`src/sv/rgbm_pkg.sv`:
```
// ----------------------------------------------------------------------------
// rgbm_pkg: shared types and constants for the 3x3 RGB morphology filter
// Pixel and window types, frame size limits, register indexes and mode codes.
// ----------------------------------------------------------------------------
package rgbm_pkg;

    localparam int MAX_WIDTH  = 1024;
    localparam int MAX_HEIGHT = 1024;
    localparam int CHANNELS   = 3;
    localparam int CHAN_W     = 8;
    localparam int WIN_TAPS   = 9;

    // frame dimensions and position counters
    localparam int DIM_W = 11;
    localparam int COL_W = $clog2(MAX_WIDTH);

    // configuration port
    localparam int CFG_IDX_W  = 2;
    localparam int CFG_DATA_W = DIM_W;

    localparam logic [CFG_IDX_W-1:0] CFG_IMAGE_WIDTH  = 2'd0;
    localparam logic [CFG_IDX_W-1:0] CFG_IMAGE_HEIGHT = 2'd1;
    localparam logic [CFG_IDX_W-1:0] CFG_MODE         = 2'd2;

    localparam logic MODE_MIN = 1'b0;
    localparam logic MODE_MAX = 1'b1;

    localparam logic [DIM_W-1:0] DIM_RESET = DIM_W'(1024);

    typedef logic [CHAN_W-1:0] chan_t;

    // channel 0 is red in the low byte, then green, then blue
    typedef chan_t [CHANNELS-1:0] pixel_t;

    // window tap q*3+r: column q (0 oldest), row r (0 top)
    typedef pixel_t [WIN_TAPS-1:0] window_t;

    // one line store entry: the two rows above at one column
    typedef struct packed {
        pixel_t top;
        pixel_t mid;
    } line_entry_t;

    // which neighbors lie inside the image
    typedef struct packed {
        logic [2:0] row_ok;
        logic [2:0] col_ok;
    } nbr_mask_t;

endpackage

```
`src/sv/rgbm_window_reduce.sv`:
```
// ----------------------------------------------------------------------------
// rgbm_window_reduce: per-channel minimum or maximum over the 3x3 window
// Taps outside the image are masked out of the compare.
// ----------------------------------------------------------------------------
module rgbm_window_reduce (
    input  rgbm_pkg::window_t     window,
    input  rgbm_pkg::nbr_mask_t   mask,
    input  logic                  mode,
    output rgbm_pkg::pixel_t      result
);

    always_comb
    begin
        rgbm_pkg::chan_t acc;
        rgbm_pkg::chan_t v;
        logic            take;
        for (int c = 0; c < rgbm_pkg::CHANNELS; c++)
        begin
            // start from the identity of the chosen operation
            acc = (mode == rgbm_pkg::MODE_MIN) ? '1 : '0;
            for (int q = 0; q < 3; q++)
            begin
                for (int r = 0; r < 3; r++)
                begin
                    v    = window[q * 3 + r][c];
                    take = (mode == rgbm_pkg::MODE_MIN) ? (v < acc) : (v > acc);
                    if (mask.col_ok[q] && mask.row_ok[r] && take)
                    begin
                        acc = v;
                    end
                end
            end
            result[c] = acc;
        end
    end

endmodule

```
`config.mk`:
```
export PLATFORM = sky130hd
export DESIGN_NAME = rgbm_window_reduce
export DESIGN_NICKNAME = d
export VERILOG_FILES = /design/src/sv/rgbm_pkg.sv /design/src/sv/rgbm_window_reduce.sv
export SDC_FILE = /design/constraint.sdc
export NUM_CORES = 1
export LEC_CHECK = 0
export BUFFER_PORTS_ARGS = -buffer_cell sky130_fd_sc_hd__buf_2
export CAP_MARGIN = 20
export CELL_PAD_IN_SITES_DETAIL_PLACEMENT = 1
export CELL_PAD_IN_SITES_GLOBAL_PLACEMENT = 2
export CORE_MARGIN = 2
export CORE_UTILIZATION = 31
export DETAILED_ROUTE_END_ITERATION = 10
export PLACE_DENSITY_LB_ADDON = 0.1
export SYNTH_ARGS = -nofsm -noshare
export SYNTH_HDL_FRONTEND = slang
export SYNTH_SLANG_ARGS = --single-unit
export TNS_END_PERCENT = 20
```
`constraint.sdc`:
```
create_clock -name vclk -period 28.7
set_clock_uncertainty 0.05 [all_clocks]
set_input_delay 4.305 -clock vclk [all_inputs]
set_output_delay 4.305 -clock vclk [all_outputs]
set_load 0.01 [all_outputs]
```
# [Word-level counts from Yosys, hierarchy flattened]
# Cells that the tools add are included.
[classes] magnitude_cmp=54 n_mux=55 reduce_logical=36
[op_table] operator="8-bit two-way mux" count=28
[op_table] operator="8-bit > comparator" count=27
[op_table] operator="8-bit < comparator" count=27
[op_table] operator="1-bit logical AND" count=36
[op_table] operator="1-bit two-way mux" count=27
[totals] register_bits=0 inputBits=223 output_inout_bits=24 word_cells=145

# [Logic depth before layout (Yosys ltp)]
# Gate-level depths: netlist of run 1.
[logic_depth] ltp_word=37 ltp_mapped=109 ltp_nobuf=99

# [Least setup slack after synthesis of run 1]
# No wires, ideal clock.
[synth_path] path_kind="in2out" start="input mode" end="output result[9] (netlist name)" arrival_time_ns=21.911 required_ns=24.345 slack_ns=2.434 stages=102 path_buffers=10 path_cell_list="buf_4 clkinv_1 clkbuf_1 clkbuf_1 ha_1 nand2b_1 a21oi_1 o31ai_1 nand2_1 o21ai_0 a31oi_1 ha_1 and4_1 o311ai_1 a211o_1 o31ai_1 o21ai_1 o21ai_2 [... 66 more ...] a311o_1 a21oi_1 a21oi_1 o21a_2 nor2_4 mux2_4 ha_1 nor2b_1 o21ai_0 nand2b_1 a21oi_1 o21ai_0 o211ai_1 o21ai_0 and3_1 clkbuf_1 nand2_1 o21ai_0"
[synth_rtl] element="start: declaration" line_no="rgbm_window_reduce.sv:8" text="input logic mode,"
[synth_rtl] element="end: declaration" line_no="rgbm_window_reduce.sv:9" text="output rgbm_pkg::pixel_t result"

==> results of run 1 <==
==> Yosys cell counts, drive strengths merged, types with 8 or more instances <==
master / n / share of area, %
a21o: 41 / 3.1
o211ai: 23 / 1.7
o21ai: 102 / 5.2
nand3: 47 / 2.4
and3: 19 / 1.2
o31ai: 19 / 1.7
inv: 132 / 5.0
a211o: 8 / 0.70
nor2b: 22 / 1.4
clkbuf: 25 / 0.94
and2: 14 / 0.90
or3: 9 / 0.57
mux2i: 64 / 6.9
o221ai: 8 / 0.70
o21a: 25 / 1.9
buf: 13 / 0.82
a311o: 9 / 0.90
a21oi: 119 / 6.2
nor3: 29 / 1.5
xnor2: 18 / 1.7
a31oi: 26 / 1.9
a211oi: 9 / 0.73
a31o: 10 / 1.1
or2: 10 / 0.63
mux2: 34 / 4.2
o31a: 9 / 0.79
o211a: 9 / 0.90
nand4: 26 / 1.6
nand2: 142 / 5.4
nand2b: 22 / 1.4
nor2: 101 / 3.9
ha: 181 / 23
==> worst paths after layout <==
| check | start | to | slack, ns | cells after the start |
|---|---|---|---|---|
| min | window[209] | result[17] | 8.87 | 4 |
| max | mode | result[8] | 1.48 | 98 |
==> logic make-up (layout without fill, tap and decap cells) <==
kind of cell,count (synthesis),in the layout
XOR/XNOR,20,20
AND/OR/NAND/NOR,466,466
multiplexers,98,98
other,0,5
adder cells (fa/ha/maj),185,185
buffers and inverters,171,403
AO/OA/AOI/OAI,485,485
==> power groups by stage <==
stage | sequential [mW] | combinational [mW] | clock, mW
after global placement | 0 | 0.443 | 0
after CTS | 0 | 0.455 | 0
after floorplan | 0 | 0.331 | 0
final | 0 | 0.460 | 0.0000000233
after detailed placement | 0 | 0.451 | 0
after global routing | 0 | 0.525 | 0.00000000933
==> per-stage QoR <==
stage	hold WS (ns)	cell area (um^2)
6_report	8.87	11800
3_3_place_gp	8.86	11600
4_1_cts	8.88	11600
2_1_floorplan	8.68	9960
3_5_place_dp	8.87	11600
5_1_grt	8.91	11800
==> per-layer routing <==
metal	up-vias	global-route usage (%)	routed length [um]
li1	5858	-	-
met1	5356	27.4	17100
met2	157	36.3	16400
met3	31	2.52	1350
met4	18	1.09	225
met5	-	0	119
==> layout make-up <==
type	count	share of cell area, %
antenna	5	0.106
inverter	133	4.26
multi-input combinational	1254	79.4
tap	402	4.26
timing repair buffer	270	12.0
==> what timing repair did <==
item	4_1_cts	5_1_grt
buffers inserted	0	14
resized for setup	1	33
gates cloned	0	0
endpoints found under the setup margin	1	24
pin swaps	0	3
==> impl_metrics.csv, run 1 <==
group,metric,value,unit
logic_synthesis,ys_types,101,
logic_synthesis,synth_nets,1829,
floorplanning,die_h,183,um
placed_design,dp_hpwl,30700,um
sta,worst_pin_slew,0.749,ns
layout,design.seq.count,0,
routing,wl_per_cell,17.1,um
layout,layout_common_cells,"buf_2, ha_1, nand2_1",
routing,drc,0,
status,status,"finished, final reports clean",
logic_synthesis,mappedNetlistArea,9960,um^2
power_and_ir_drop,clkPwrFrac,0,%
floorplanning,num_rows,65,
global_route,grt_usage,20.4,%
sta,fin_setup_tns,0,ns
power_and_ir_drop,swShare,56.5,%
power_and_ir_drop,vdd_drop_max,15.6,uV
layout,nNetsFinal,2063,
layout,layoutNonFillerInstCount,2064,
layout,regArea,0,um^2
routing,ant_nets,0,
logic_synthesis,yosysSeqAreaShare,0,%
critical_path,crit_family,"compound AO/OA/AOI/OAI gates",
logic_synthesis,syn_inst,1425,
sta,slew_viol_final,0,
critical_path,critPathLaunchType,"input pin",
power_and_ir_drop,leakage,5.88,nW
logic_synthesis,synthAdderAreaFrac,23.2,%
floorplanning,dieArea,33600,um^2
global_route,gr-total-overflow,0,
routing,via_count,11400,
routing,drt_first_iter_violations,388,
sta,fin_crit,27.22,ns
logic_synthesis,synth_xor_area_share,1.83,%
routing,routed_wl,35200,um
clocking,hold_buffers,0,
power_and_ir_drop,seqPwrFrac,0,%
layout,layout_commonest_cell,"buf_2",
placed_design,portBuffers,247,
sta,hold_viol_final,0,
floorplanning,dieWidth,183,um
layout,n_clock_buffer,0,
layout,area_growth,18.7,%
layout,postLayoutCoreUtil,37.4,%
layout,drive_above_1_share,23.3,%
global_route,grt_max_degree,45,
floorplanning,placeableCoreArea,31600,um^2
placed_design,finalWeightedCongestion,0.842,
global_route,antenna_found_initial,15,
logic_synthesis,synth_top_family_by_area,"compound AO/OA/AOI/OAI gates",
routing,via_per_inst,5.53,
global_route,first_global_vias,11500,
sta,setup_viol,0,
job,cap_viol_max_count,0,
critical_path,max_stage_delay,0.43,ns
critical_path,cp_max_fo,14,
power_and_ir_drop,p_sw,0.260,mW
min_path,hp-class,"input pin to output pin",
layout,n_fill_cell,4104,
sta,rsz0062_at_grt,"true",
floorplanning,start_util,31.6,%
critical_path,crit_top_cell,"o21ai_0",
power_and_ir_drop,power,0.460,mW
critical_path,path_class,"input pin to output pin",
sta,relSlewSlack,49.6,%
logic_synthesis,yosys_warnings,0,
routing,dr.pass1.iters,4,
critical_path,worst_setup_path_end_kind,"output pin",
critical_path,cp.arrival,22.86,ns
critical_path,crit_buf_inv,10,
floorplanning,ios,247,
sta,timing.final.ws_setup,1.48,ns
logic_synthesis,synth-compound-area-share,33.9,%
critical_path,cp_slowest_cell,"or3_1",
global_route,grt_pass1_wl,57600,um
power_and_ir_drop,pwr-share-comb,100.0,%
sta,final.period_utilization,94.8,%
logic_synthesis,muxShareOfSynthArea,11.1,%
layout,multi_input_area,9390,um^2
sta,max_freq,0.0367,GHz
logic_synthesis,syn_avg_cell_area,6.99,um^2
logic_synthesis,yosys.area_share.simple,23.2,%
critical_path,critical_path_required,24.34,ns
placed_design,place_inst,2045,
power_and_ir_drop,p_int,0.200,mW
placed_design,pre_cts_slack,-0.0730,ns
power_and_ir_drop,p_per_area,38.9,nW/um^2
Power figures use the tool's default switching activity.
==> inputs of run 2 (changes only) <==
--- a/config.mk
+++ b/config.mk
@@ -5,12 +5,13 @@
 export SDC_FILE = /design/constraint.sdc
 export NUM_CORES = 1
 export LEC_CHECK = 0
+export ABC_AREA = 1
 export BUFFER_PORTS_ARGS = -buffer_cell sky130_fd_sc_hd__buf_2
 export CAP_MARGIN = 20
 export CELL_PAD_IN_SITES_DETAIL_PLACEMENT = 1
 export CELL_PAD_IN_SITES_GLOBAL_PLACEMENT = 2
 export CORE_MARGIN = 2
-export CORE_UTILIZATION = 31
+export CORE_UTILIZATION = 28
 export DETAILED_ROUTE_END_ITERATION = 10
 export PLACE_DENSITY_LB_ADDON = 0.1
 export SYNTH_ARGS = -nofsm -noshare
==> run 2 against run 1 <==
  * Total power shrank 23%
  * Critical path type unchanged
  * Highest routed layer unchanged
  * Via count shrank 4.7%
  * Routed wire length shrank 10%
  * Synthesized area shrank 9.3%
  * Critical endpoint is now result[15]
  * Synthesized cell count grew 10%
  * Core utilization shrank 4.0 points
==> impl_metrics.csv, run 2 <==
group,metric,value,unit
status,status,"finished, final reports clean",
sta,max_freq,0.0410,GHz
logic_synthesis,yosysSeqAreaShare,0,%
layout,regArea,0,um^2
layout,layout_common_cells,"nand2_1, buf_2, inv_1",
power_and_ir_drop,p_sw,0.223,mW
layout,design.seq.count,0,
logic_synthesis,yosys_warnings,0,
routing,via_per_inst,4.95,
critical_path,cp_slowest_cell,"buf_4",
layout,layout_commonest_cell,"nand2_1",
logic_synthesis,yosys.cell_count.top_type,"nand2_1",
layout,nNetsFinal,2196,
logic_synthesis,synthTopCellsByArea,"ha_1, nand2_1, o21ai_0, inv_1, nand4_1",
power_and_ir_drop,vdd_drop_max,10.9,uV
power_and_ir_drop,p_int,0.131,mW
logic_synthesis,yosys.area_share.simple,49.0,%
layout,layoutNonFillerInstCount,2198,
sta,rsz0062_at_grt,"false",
sta,hold_viol_final,0,
layout,drive_above_1_share,20.2,%
logic_synthesis,synth-compound-area-share,15.2,%
logic_synthesis,syn_inst,1572,
min_path,hp-class,"input pin to output pin",
logic_synthesis,synth_top_family_by_area,"simple AND/OR/NAND/NOR gates",
layout,n_clock_buffer,0,
sta,fin_setup_tns,0,ns
layout,area_growth,17.3,%
global_route,gr-total-overflow,0,
sta,worst_pin_slew,0.765,ns
sta,relSlewSlack,49.0,%
placed_design,postPlaceCellArea,10600,um^2
floorplanning,die_h,184,um
placed_design,portBuffers,247,
sta,fin_crit,24.38,ns
routing,routed_wl,31500,um
power_and_ir_drop,pwr-share-comb,100.0,%
power_and_ir_drop,swShare,63.0,%
job,cap_viol_max_count,0,
power_and_ir_drop,leakage,6.15,nW
floorplanning,num_rows,65,
routing,drc,0,
floorplanning,ios,247,
layout,finalInstanceArea,10600,um^2
global_route,grt_max_degree,55,
logic_synthesis,ys_types,32,
logic_synthesis,synth_nets,1976,
clocking,post-cts-setup-buffer-count,0,
placed_design,place_inst,2192,
placed_design,dp_hpwl,29000,um
floorplanning,placeableCoreArea,31600,um^2
global_route,antenna_found_initial,11,
critical_path,cp.arrival,20.03,ns
sta,setup_viol,0,
power_and_ir_drop,p_per_area,33.4,nW/um^2
placed_design,finalWeightedCongestion,0.884,
floorplanning,start_util,28.5,%
critical_path,max_stage_delay,0.57,ns
routing,drt_first_iter_violations,225,
global_route,grt_usage,18.4,%
critical_path,path_class,"input pin to output pin",
logic_synthesis,synth_top_cell_area_share,25.1,%
sta,slew_viol_final,0,
critical_path,cp_max_fo,54,
global_route,grt_pass1_wl,52600,um
logic_synthesis,mappedNetlistArea,9030,um^2
critical_path,worst_setup_path_end_kind,"output pin",
critical_path,crit_top_cell,"nand2_1",
sta,worst_hold_slack,8.86,ns
routing,ant_nets,0,
critical_path,critical_path_required,24.34,ns
logic_synthesis,synth_xor_area_share,0,%
sta,final.period_utilization,85.0,%
logic_synthesis,netlist.top_cell.by_area,"ha_1",
routing,via_count,10900,
critical_path,critPathLaunchType,"input pin",
power_and_ir_drop,clkPwrFrac,0,%
routing,wl_per_cell,14.3,um
floorplanning,dieWidth,184,um
logic_synthesis,syn_avg_cell_area,5.74,um^2
global_route,first_global_vias,11100,
critical_path,crit_buf_inv,6,
logic_synthesis,muxShareOfSynthArea,0,%
critical_path,crit_family,"compound AO/OA/AOI/OAI gates",
routing,dr.pass1.iters,4,
logic_synthesis,synthAdderAreaFrac,25.1,%
floorplanning,dieArea,33700,um^2
logic_synthesis,synth_common_cells,"nand2_1, inv_1, ha_1",
clocking,hold_buffers,0,
clocking,cts.repair.resized,0,
power_and_ir_drop,seqPwrFrac,0,%
[run 2: cell families (layout without fill, tap and decap cells)]
group | count (synthesis) | after routing
AOI/OAI and AO/OA | 250 | 250
adders and majority gates | 181 | 181
buffers and inverters | 232 | 450
other | 0 | 6
and+or+nand+nor | 909 | 909
[run 2: through the flow]
stage          setup WS [ns]  utilization, %  total power, mW
4_1_cts                 3.92            33.4            0.361
5_1_grt                 2.39            33.4            0.416
2_1_floorplan           7.77               -            0.258
3_3_place_gp            4.19            33.4            0.349
3_5_place_dp            3.97            33.4            0.360
6_report                4.32            33.5            0.354
[run 2: final timing paths]
check	from	endpoint	cells past startpoint
max	mode	result[15]	81
min	window[194]	result[2]	4
[run 2: per-layer routing]
layer | global-route usage (%) | wire [um] | vias to the layer above
li1 | - | - | 5787
met1 | 23.1 | 14700 | 4903
met2 | 35.3 | 15300 | 157
met3 | 1.98 | 1260 | 20
met4 | 0.608 | 131 | 12
met5 | 0 | 80 | -
[run 2: area by class of cell]
class | count | area [um^2]
inverters | 201 | 757
diodes | 6 | 15.0
fillers | 4375 | 21100
multi-input cells | 1340 | 8060
repair buffers | 249 | 1250
well taps | 402 | 503
[run 2: power by group through the flow]
stage | clock (mW) | sequential [mW] | combinational (mW)
floorplan | 0 | 0 | 0.258
global placement | 0 | 0 | 0.349
detailed placement | 0 | 0 | 0.360
CTS | 0 | 0 | 0.361
global route | 0.0000000140 | 0 | 0.416
finish | 0.0000000160 | 0 | 0.354
